$ cat config.mk
export PLATFORM = sky130hd
export DESIGN_NAME = blind_relay_interlock_controller_core
export DESIGN_NICKNAME = d
export VERILOG_FILES = /design/src/rtl/bric_pkg.sv /design/src/rtl/blind_relay_interlock_controller_core.sv /design/src/rtl/bric_cfg_regs.sv /design/src/rtl/bric_motion_fsm.sv
export SDC_FILE = /design/constraint.sdc
export NUM_CORES = 1
export LEC_CHECK = 0
export BUFFER_PORTS_ARGS = -buffer_cell sky130_fd_sc_hd__buf_2
export CAP_MARGIN = 10
export CELL_PAD_IN_SITES_DETAIL_PLACEMENT = 0
export CELL_PAD_IN_SITES_GLOBAL_PLACEMENT = 1
export CORE_MARGIN = 10
export CORE_UTILIZATION = 30
export CTS_CLUSTER_DIAMETER = 40
export DETAILED_ROUTE_END_ITERATION = 8
export GPL_ROUTABILITY_DRIVEN = 0
export GPL_TIMING_DRIVEN = 0
export PLACE_DENSITY_LB_ADDON = 0.1
export SLEW_MARGIN = 40
export SYNTH_ARGS = -nofsm -noshare
export SYNTH_HDL_FRONTEND = slang
export SYNTH_SLANG_ARGS = --single-unit
export TNS_END_PERCENT = 30
$ cat constraint.sdc
create_clock -name clk -period 7.2 [get_ports clk]
set_clock_uncertainty 0.2 [all_clocks]
set_input_delay 0.36 -clock clk [delete_from_list [all_inputs] [get_ports clk]]
set_output_delay 0.36 -clock clk [all_outputs]
set_load 0.03 [all_outputs]
$ cat src/rtl/bric_pkg.sv
// Package for the blind relay interlock controller: payload types, codes and relay lookup.
package bric_pkg;

	// Input item codes
	localparam logic ACT_TICK = 1'b0;
	localparam logic ACT_CMD  = 1'b1;

	localparam logic [1:0] CMD_UP      = 2'd0;
	localparam logic [1:0] CMD_STOP    = 2'd1;
	localparam logic [1:0] CMD_DOWN    = 2'd2;
	localparam logic [1:0] CMD_INVALID = 2'd3;

	// Reported motion codes
	localparam logic [1:0] MC_STOP    = 2'd0;
	localparam logic [1:0] MC_PREPARE = 2'd1;
	localparam logic [1:0] MC_UP      = 2'd2;
	localparam logic [1:0] MC_DOWN    = 2'd3;

	// Requested motion codes
	localparam logic [1:0] REQ_STOP = 2'd0;
	localparam logic [1:0] REQ_UP   = 2'd2;
	localparam logic [1:0] REQ_DOWN = 2'd3;

	// Configuration register indexes
	localparam logic [2:0] CFG_IDX_MODE      = 3'd0;
	localparam logic [2:0] CFG_IDX_STOP_WAIT = 3'd1;
	localparam logic [2:0] CFG_IDX_PREP_WAIT = 3'd2;
	localparam logic [2:0] CFG_IDX_UP_LIMIT  = 3'd3;
	localparam logic [2:0] CFG_IDX_DN_LIMIT  = 3'd4;

	// Configuration reset values
	localparam logic [2:0]  RST_MODE      = 3'd0;
	localparam logic [15:0] RST_STOP_WAIT = 16'd100;
	localparam logic [15:0] RST_PREP_WAIT = 16'd900;
	localparam logic [15:0] RST_UP_LIMIT  = 16'd60000;
	localparam logic [15:0] RST_DN_LIMIT  = 16'd60000;

	localparam logic [15:0] ELAPSED_MAX = 16'hFFFF;

	// Wiring modes
	localparam logic [2:0] MODE_A_PWR_B_UP = 3'd0;
	localparam logic [2:0] MODE_A_PWR_B_DN = 3'd1;
	localparam logic [2:0] MODE_A_UP_B_PWR = 3'd2;
	localparam logic [2:0] MODE_A_DN_B_PWR = 3'd3;
	localparam logic [2:0] MODE_A_UP_B_DN  = 3'd4;
	localparam logic [2:0] MODE_A_DN_B_UP  = 3'd5;

	typedef struct packed {
		logic       action;
		logic [1:0] command_code;
	} in_item_t;

	typedef struct packed {
		logic       status;
		logic [1:0] motion_code;
		logic       relay_a_on;
		logic       relay_b_on;
	} out_item_t;

	typedef struct packed {
		logic [2:0]  interlock_mode;
		logic [15:0] stop_wait_ms;
		logic [15:0] prepare_wait_ms;
		logic [15:0] up_limit_ms;
		logic [15:0] down_limit_ms;
	} cfg_t;

	typedef enum logic [4:0] {
		MS_STOP      = 5'b00001,
		MS_PREP_UP   = 5'b00010,
		MS_UP        = 5'b00100,
		MS_DOWN      = 5'b01000,
		MS_PREP_DOWN = 5'b10000
	} motion_t;

	// Relay drives for a wiring mode and motion state: bit 0 relay A, bit 1 relay B
	function automatic logic [1:0] relay_drive(input logic [2:0] mode, input motion_t st);
		logic [1:0] r;
		r = 2'b00;
		case (st)
			MS_PREP_UP: begin
				case (mode)
					MODE_A_PWR_B_UP: r = 2'b10;
					MODE_A_UP_B_PWR: r = 2'b01;
					default:         r = 2'b00;
				endcase
			end
			MS_PREP_DOWN: begin
				case (mode)
					MODE_A_PWR_B_DN: r = 2'b10;
					MODE_A_DN_B_PWR: r = 2'b01;
					default:         r = 2'b00;
				endcase
			end
			MS_UP: begin
				case (mode)
					MODE_A_PWR_B_UP: r = 2'b11;
					MODE_A_PWR_B_DN: r = 2'b01;
					MODE_A_UP_B_PWR: r = 2'b11;
					MODE_A_DN_B_PWR: r = 2'b10;
					MODE_A_UP_B_DN:  r = 2'b01;
					MODE_A_DN_B_UP:  r = 2'b10;
					default:         r = 2'b00;
				endcase
			end
			MS_DOWN: begin
				case (mode)
					MODE_A_PWR_B_UP: r = 2'b01;
					MODE_A_PWR_B_DN: r = 2'b11;
					MODE_A_UP_B_PWR: r = 2'b10;
					MODE_A_DN_B_PWR: r = 2'b11;
					MODE_A_UP_B_DN:  r = 2'b10;
					MODE_A_DN_B_UP:  r = 2'b01;
					default:         r = 2'b00;
				endcase
			end
			default: r = 2'b00;
		endcase
		return r;
	endfunction

	// Reported code for a motion state
	function automatic logic [1:0] motion_code_of(input motion_t st);
		logic [1:0] c;
		case (st)
			MS_PREP_UP, MS_PREP_DOWN: c = MC_PREPARE;
			MS_UP:                    c = MC_UP;
			MS_DOWN:                  c = MC_DOWN;
			default:                  c = MC_STOP;
		endcase
		return c;
	endfunction

endpackage

$ cat src/rtl/blind_relay_interlock_controller_core.sv
// Top level of the blind relay interlock controller: input register, state machine, result register.
//
// Channel | Signals                                  | Direction | Payload
// input   | in_valid, in_stall, in_data              | in        | in_item_t
// result  | out_valid, out_stall, out_data           | out       | out_item_t
// config  | cfg_valid, cfg_ready, cfg_index, cfg_data | in        | index 3 bits, data 16 bits
//
// One item per cycle sustained while the result is not stalled.
// An item sits in the input register, passes the state update and lands in the result register.
// A stalled result holds the result register; the input register then holds one more item.
// Reset clears the state machine to stop, the registers to their defaults and both stages to empty.
// Configuration writes are always ready and take effect on the next cycle.
module blind_relay_interlock_controller_core
	import bric_pkg::*;
(
	input  logic        clk,
	input  logic        arst_n,
	input  logic        in_valid,
	output logic        in_stall,
	input  in_item_t    in_data,
	output logic        out_valid,
	input  logic        out_stall,
	output out_item_t   out_data,
	input  logic        cfg_valid,
	output logic        cfg_ready,
	input  logic [2:0]  cfg_index,
	input  logic [15:0] cfg_data
);

	cfg_t      cfg;
	in_item_t  item_s1;
	logic      valid_s1;
	out_item_t result;
	out_item_t result_q;
	logic      out_valid_q;
	logic      advance;
	logic      step;

	assign cfg_ready = 1'b1;

	bric_cfg_regs u_cfg (
		.clk      (clk),
		.arst_n   (arst_n),
		.wr_en    (cfg_valid & cfg_ready),
		.wr_index (cfg_index),
		.wr_data  (cfg_data),
		.cfg      (cfg)
	);

	// Stage 1 moves on when the result register is empty or being taken
	assign advance  = !out_valid_q || !out_stall;
	assign step     = valid_s1 && advance;
	assign in_stall = valid_s1 && !advance;

	// Input register
	always_ff @(posedge clk or negedge arst_n) begin
		if (!arst_n) begin
			valid_s1 <= 1'b0;
		end else if (!in_stall) begin
			valid_s1 <= in_valid;
		end
	end

	always_ff @(posedge clk) begin
		if (!in_stall && in_valid) begin
			item_s1 <= in_data;
		end
	end

	bric_motion_fsm u_fsm (
		.clk    (clk),
		.arst_n (arst_n),
		.step   (step),
		.item   (item_s1),
		.cfg    (cfg),
		.result (result)
	);

	// Result register
	always_ff @(posedge clk or negedge arst_n) begin
		if (!arst_n) begin
			out_valid_q <= 1'b0;
		end else if (advance) begin
			out_valid_q <= valid_s1;
		end
	end

	always_ff @(posedge clk) begin
		if (step) begin
			result_q <= result;
		end
	end

	assign out_valid = out_valid_q;
	assign out_data  = result_q;

	// Stop state never drives a relay
	a_stop_relays_off: assert property (@(posedge clk) disable iff (!arst_n)
		(out_valid && out_data.motion_code == MC_STOP) |->
			(!out_data.relay_a_on && !out_data.relay_b_on))
		else $error("relay driven in stop state");

	// An invalid command processed yields a rejected status
	a_invalid_status: assert property (@(posedge clk) disable iff (!arst_n)
		(step && item_s1.action == ACT_CMD && item_s1.command_code == CMD_INVALID) |=>
			(out_valid && out_data.status))
		else $error("invalid command not reported");

	// Input stalls only behind a stalled, full result register
	a_stall_cause: assert property (@(posedge clk) disable iff (!arst_n)
		in_stall |-> (out_valid_q && out_stall && valid_s1))
		else $error("input stalled without a blocked result");

	// A tick never reports a rejected status
	a_tick_status: assert property (@(posedge clk) disable iff (!arst_n)
		(step && item_s1.action == ACT_TICK) |=> !out_data.status)
		else $error("tick reported rejected status");

endmodule

$ cat src/rtl/bric_cfg_regs.sv
// Configuration register file of the blind relay interlock controller.
module bric_cfg_regs
	import bric_pkg::*;
(
	input  logic        clk,
	input  logic        arst_n,
	input  logic        wr_en,
	input  logic [2:0]  wr_index,
	input  logic [15:0] wr_data,
	output cfg_t        cfg
);

	cfg_t cfg_q;

	// Register writes; indexes past the list are dropped
	always_ff @(posedge clk or negedge arst_n) begin
		if (!arst_n) begin
			cfg_q.interlock_mode  <= RST_MODE;
			cfg_q.stop_wait_ms    <= RST_STOP_WAIT;
			cfg_q.prepare_wait_ms <= RST_PREP_WAIT;
			cfg_q.up_limit_ms     <= RST_UP_LIMIT;
			cfg_q.down_limit_ms   <= RST_DN_LIMIT;
		end else if (wr_en) begin
			case (wr_index)
				CFG_IDX_MODE:      cfg_q.interlock_mode  <= wr_data[2:0];
				CFG_IDX_STOP_WAIT: cfg_q.stop_wait_ms    <= wr_data;
				CFG_IDX_PREP_WAIT: cfg_q.prepare_wait_ms <= wr_data;
				CFG_IDX_UP_LIMIT:  cfg_q.up_limit_ms     <= wr_data;
				CFG_IDX_DN_LIMIT:  cfg_q.down_limit_ms   <= wr_data;
				default: ;
			endcase
		end
	end

	assign cfg = cfg_q;

endmodule

$ cat src/rtl/bric_motion_fsm.sv
// Motion state machine: request, elapsed counter, state update and result forming.
module bric_motion_fsm
	import bric_pkg::*;
(
	input  logic      clk,
	input  logic      arst_n,
	input  logic      step,
	input  in_item_t  item,
	input  cfg_t      cfg,
	output out_item_t result
);

	motion_t     state_q, state_d;
	logic [1:0]  req_q, req_d;
	logic [15:0] elapsed_q, elapsed_d;
	logic [15:0] elapsed_inc;
	logic [1:0]  req_tick;
	logic        status;
	logic [1:0]  relays;

	// Next state for one tick or command
	always_comb begin
		state_d     = state_q;
		req_d       = req_q;
		elapsed_d   = elapsed_q;
		status      = 1'b0;
		elapsed_inc = (elapsed_q != ELAPSED_MAX) ? elapsed_q + 16'd1 : elapsed_q;
		req_tick    = req_q;
		if ((state_q == MS_UP && elapsed_inc >= cfg.up_limit_ms) ||
		    (state_q == MS_DOWN && elapsed_inc >= cfg.down_limit_ms)) begin
			req_tick = REQ_STOP;
		end
		if (step) begin
			if (item.action == ACT_TICK) begin
				req_d     = req_tick;
				elapsed_d = elapsed_inc;
				case (state_q)
					MS_STOP: begin
						if (req_tick != REQ_STOP && elapsed_inc >= cfg.stop_wait_ms) begin
							state_d   = (req_tick == REQ_UP) ? MS_PREP_UP : MS_PREP_DOWN;
							elapsed_d = '0;
						end
					end
					MS_PREP_UP: begin
						if (req_tick != REQ_UP) begin
							state_d   = MS_STOP;
							elapsed_d = '0;
						end else if (elapsed_inc >= cfg.prepare_wait_ms) begin
							state_d   = MS_UP;
							elapsed_d = '0;
						end
					end
					MS_PREP_DOWN: begin
						if (req_tick != REQ_DOWN) begin
							state_d   = MS_STOP;
							elapsed_d = '0;
						end else if (elapsed_inc >= cfg.prepare_wait_ms) begin
							state_d   = MS_DOWN;
							elapsed_d = '0;
						end
					end
					MS_UP: begin
						if (req_tick != REQ_UP) begin
							state_d   = MS_STOP;
							elapsed_d = '0;
						end
					end
					MS_DOWN: begin
						if (req_tick != REQ_DOWN) begin
							state_d   = MS_STOP;
							elapsed_d = '0;
						end
					end
					default: begin
						state_d   = MS_STOP;
						elapsed_d = '0;
					end
				endcase
			end else begin
				case (item.command_code)
					CMD_UP:   req_d = REQ_UP;
					CMD_STOP: req_d = REQ_STOP;
					CMD_DOWN: req_d = REQ_DOWN;
					default:  status = 1'b1;
				endcase
			end
		end
	end

	// State registers
	always_ff @(posedge clk or negedge arst_n) begin
		if (!arst_n) begin
			state_q   <= MS_STOP;
			req_q     <= REQ_STOP;
			elapsed_q <= '0;
		end else begin
			state_q   <= state_d;
			req_q     <= req_d;
			elapsed_q <= elapsed_d;
		end
	end

	// Result from the updated state
	assign relays             = relay_drive(cfg.interlock_mode, state_d);
	assign result.status      = status;
	assign result.motion_code = motion_code_of(state_d);
	assign result.relay_a_on  = relays[0];
	assign result.relay_b_on  = relays[1];

endmodule
==> results.yml <==
global_routing:
  grt_use_met3: 0.0243
  grt.met2_usage: 0.207
  grtUsageMet1: 0.172
  track_usage: 0.129
  antenna_found_initial: 0
  grt-busiest-layer: "met2"
  grt_start_max_net_pins: 60
  grt_pass1_vias: 4957
  grt_pass1_wl_um: 26900
  grt_overflow_total: 0
die:
  start_util: 0.307
  core_area_mm2: 0.0204
  row_count: 52
  ios: 35
  die_y_um: 164
  fp.dieW_um: 164
  die-area_mm2: 0.0270
sta:
  slew_violations: 0
  post-route-period-util: 0.870
  max-slew-margin-rel: 0.499
  worst_pin_slew_ns: 0.747
  finalHoldViolations: 0
  fin_ws_ns: 0.932
  rsz0062_at_grt: "false"
  setup_viol: 0
  fin_crit_ns: 6.27
  fin_setup_tns_ns: 0
  max_freq_mhz: 160
synth:
  syn-num-nets: 750
  seq_area_frac_synth: 0.411
  avgSynthCellArea_um2: 9.56
  synth_warnings: 0
  synth_commonest_cells: "80 x nand2_1, 73 x inv_1, 70 x dfrtp_1"
  syn_area_mm2: 0.00625
  ys_types: 76
  synthFlopType: "dfrtp_1"
  netlist_instances: 654
  synth_edf_count: 8
  synth_top_area_cell: "dfrtp_1"
  yosysMostFrequentCell: "nand2_1"
  synthTopCellsByArea: "dfrtp_1 28%, ha_1 14%, dfstp_2 9.2%, o21ai_0 5.0%, nand2_1 4.8%"
  ys_seq_elements: 100
  ys_async_sr_fraction: 0.920
  synth_top_area_share: 0.280
route:
  vias: 4740
  drtAntennaViolNets: 0
  wl_per_cell_um: 17.0
  drtIter0Drc: 177
  route.detailed.drc: 0
  wl_um: 16600
  detail_route.vias_per_cell: 4.84
  first_pass_iters: 5
worst_hold_path:
  hp-class: "input pin to register"
  holdCritStartpoint: "out_stall"
final_layout:
  multi_input_area_mm2: 0.00329
  nets: 800
  seq_area_mm2: 0.00257
  antenna_cells: 0
  drive_gt1_frac: 0.176
  area_growth_syn_to_layout_pct: 14.5
  fill_cells: 2079
placed_design:
  io_buffers: 33
  pre_cts_slack_ns: 1.00
  hpwl_um: 12600
setup_path:
  critical_path_buf_inv_count: 2
  critPathLaunch: "u_fsm.elapsed_q[0]"
  setup.worst_path.start_class: "register"
  cp-end-kind: "register"
  timing.critical_path.slowest_stage_cell: "or4b_4"
  arrival_ns: 6.26
  critical_path.top_delay_family: "simple AND/OR/NAND/NOR gates"
  worstPathMaxFanout: 7
  regToRegSetupSlack_ns: 0.93
  max_stage_delay_ns: 0.56
  worstPathRequired_ns: 7.19
  critPathKind: "register to register"
  worstPathCellList: "ha_1 -> and3_1 -> nand2_1 -> nor2_1 -> and2_1 -> nand2b_1 -> clkbuf_1 -> nand2b_1 -> xnor2_1 -> ha_1 -> a22o_1 -> o41ai_1 -> and3_1 -> o21ai_0 -> a31o_1 -> mux2i_1 -> inv_1 -> or4b_4 -> nand2_2 -> a221oi_2 -> o22ai_1"
  reg2reg_from: "u_fsm.elapsed_q[0]"
cts:
  cts_resized: 0
  insertion_delay_ns: 0.35
  cts_hold_buf: 5
  post_cts_buffers: 0
  htreeDepth: 3
  path_clk_slew_ns: 0.07
  clockRootBuffer: "clkbuf_16"
  cts_buffers: 9
  cts_tree: "yes"
  cts_max_path_buffers: 2
  clkSinkCount: 100
outcome:
  status: "finished, final reports clean"
power:
  p_leak_nw: 3.30
  p_per_area_mw_per_mm2: 241
  peakVddDrop_v: 0.0000988
run:
  max-cap-violations: 0
cell families (layout without fill, tap and decap cells):
group / count (synthesis) / after routing / synth area share
simple gates: 194 / 194 / 0.154
compound gates: 156 / 156 / 0.169
flops: 100 / 100 / 0.411
buf+inv: 95 / 150 / 0.0639
fa+ha+maj: 69 / 69 / 0.138
mux: 24 / 24 / 0.0428
xor+xnor: 15 / 15 / 0.0210
other cells: 1 / 1 / 0.000600
metrics by stage:
| stage | total power [mW] | instances | util | hold WS (ns) | cell area (µm²) |
|---|---|---|---|---|---|
| 2_1_floorplan | 1.07 | 654 | - | -0.136 | 6250 |
| 3_3_place_gp | 1.21 | 957 | 0.332 | 0.247 | 6750 |
| 3_5_place_dp | 1.22 | 958 | 0.334 | 0.0571 | 6800 |
| 4_1_cts | 1.76 | 979 | 0.351 | 0.0271 | 7160 |
| 5_1_grt | 1.86 | 979 | 0.351 | 0.0531 | 7160 |
| 6_report | 1.72 | 979 | 0.351 | 0.0470 | 7160 |
worst reg2reg max path: cells and delay by family, from the launching register on:
family,cells,cell delay (ns)
AND/OR/NAND/NOR,9,2.01
AO/OA/AOI/OAI,6,1.36
adder cells (fa/ha/maj),2,0.59
buffers and inverters,2,0.55
XOR/XNOR,1,0.54
flip-flops,1,0.45
multiplexers,1,0.41
flip-flops by register name (all words and copies together) (netlist names):
signal           flops
u_cfg.cfg           67
u_fsm.elapsed_q     16
out_data             5
u_fsm.state_q        5
item_s1              3
u_fsm.req_q          2
out_valid            1
valid_s1             1
cells in the final DEF, fill, tap and decap left out, types with 6 or more instances in the layout:
cell	count
nand2_1	80
a21oi_1	26
nor3_1	10
dfrtp_1	70
dfstp_2	22
inv_1	73
a22o_1	15
and3_1	6
buf_2	34
nor2_1	32
ha_1	69
clkbuf_1	14
o21a_1	6
nand2b_1	7
o21ai_0	62
nand3_1	13
edfxtp_1	8
nand4_1	12
mux2_2	22
clkbuf_16	9
xnor2_1	11
a21o_1	7
path summary, 6_finish.rpt:
path                                 endpoint  cells past startpoint
worst max-delay path              out_data[0]                     21
worst min-delay path                out_valid                      2
worst max register to register    out_data[0]                     21
worst min register to register      out_valid                      1
max in group asynchronous       u_cfg.cfg[50]                      3
min in group asynchronous       u_cfg.cfg[59]                      2
power breakdown:
part	internal, mW	switching (mW)
clock network	0.304	0.217
registers	0.686	0.0484
logic	0.192	0.277
metal layers:
layer,vias up,routed length (µm),share of wire
met4,0,227,0.014
met2,60,7710,0.46
li1,2388,-,-
met3,15,565,0.034
met5,-,0,0
met1,2277,8130,0.49
area by class of cell:
| class | instances | area share |
|---|---|---|
| clock inverter | 5 | 0.0108 |
| multi-input combinational | 459 | 0.459 |
| clock buffer | 11 | 0.0325 |
| inverter | 73 | 0.0383 |
| tap | 270 | 0.0472 |
| sequential | 100 | 0.359 |
| buffer | 22 | 0.0177 |
| timing repair buffer | 39 | 0.0353 |
No activity file was read; power rests on OpenSTA's default activity.
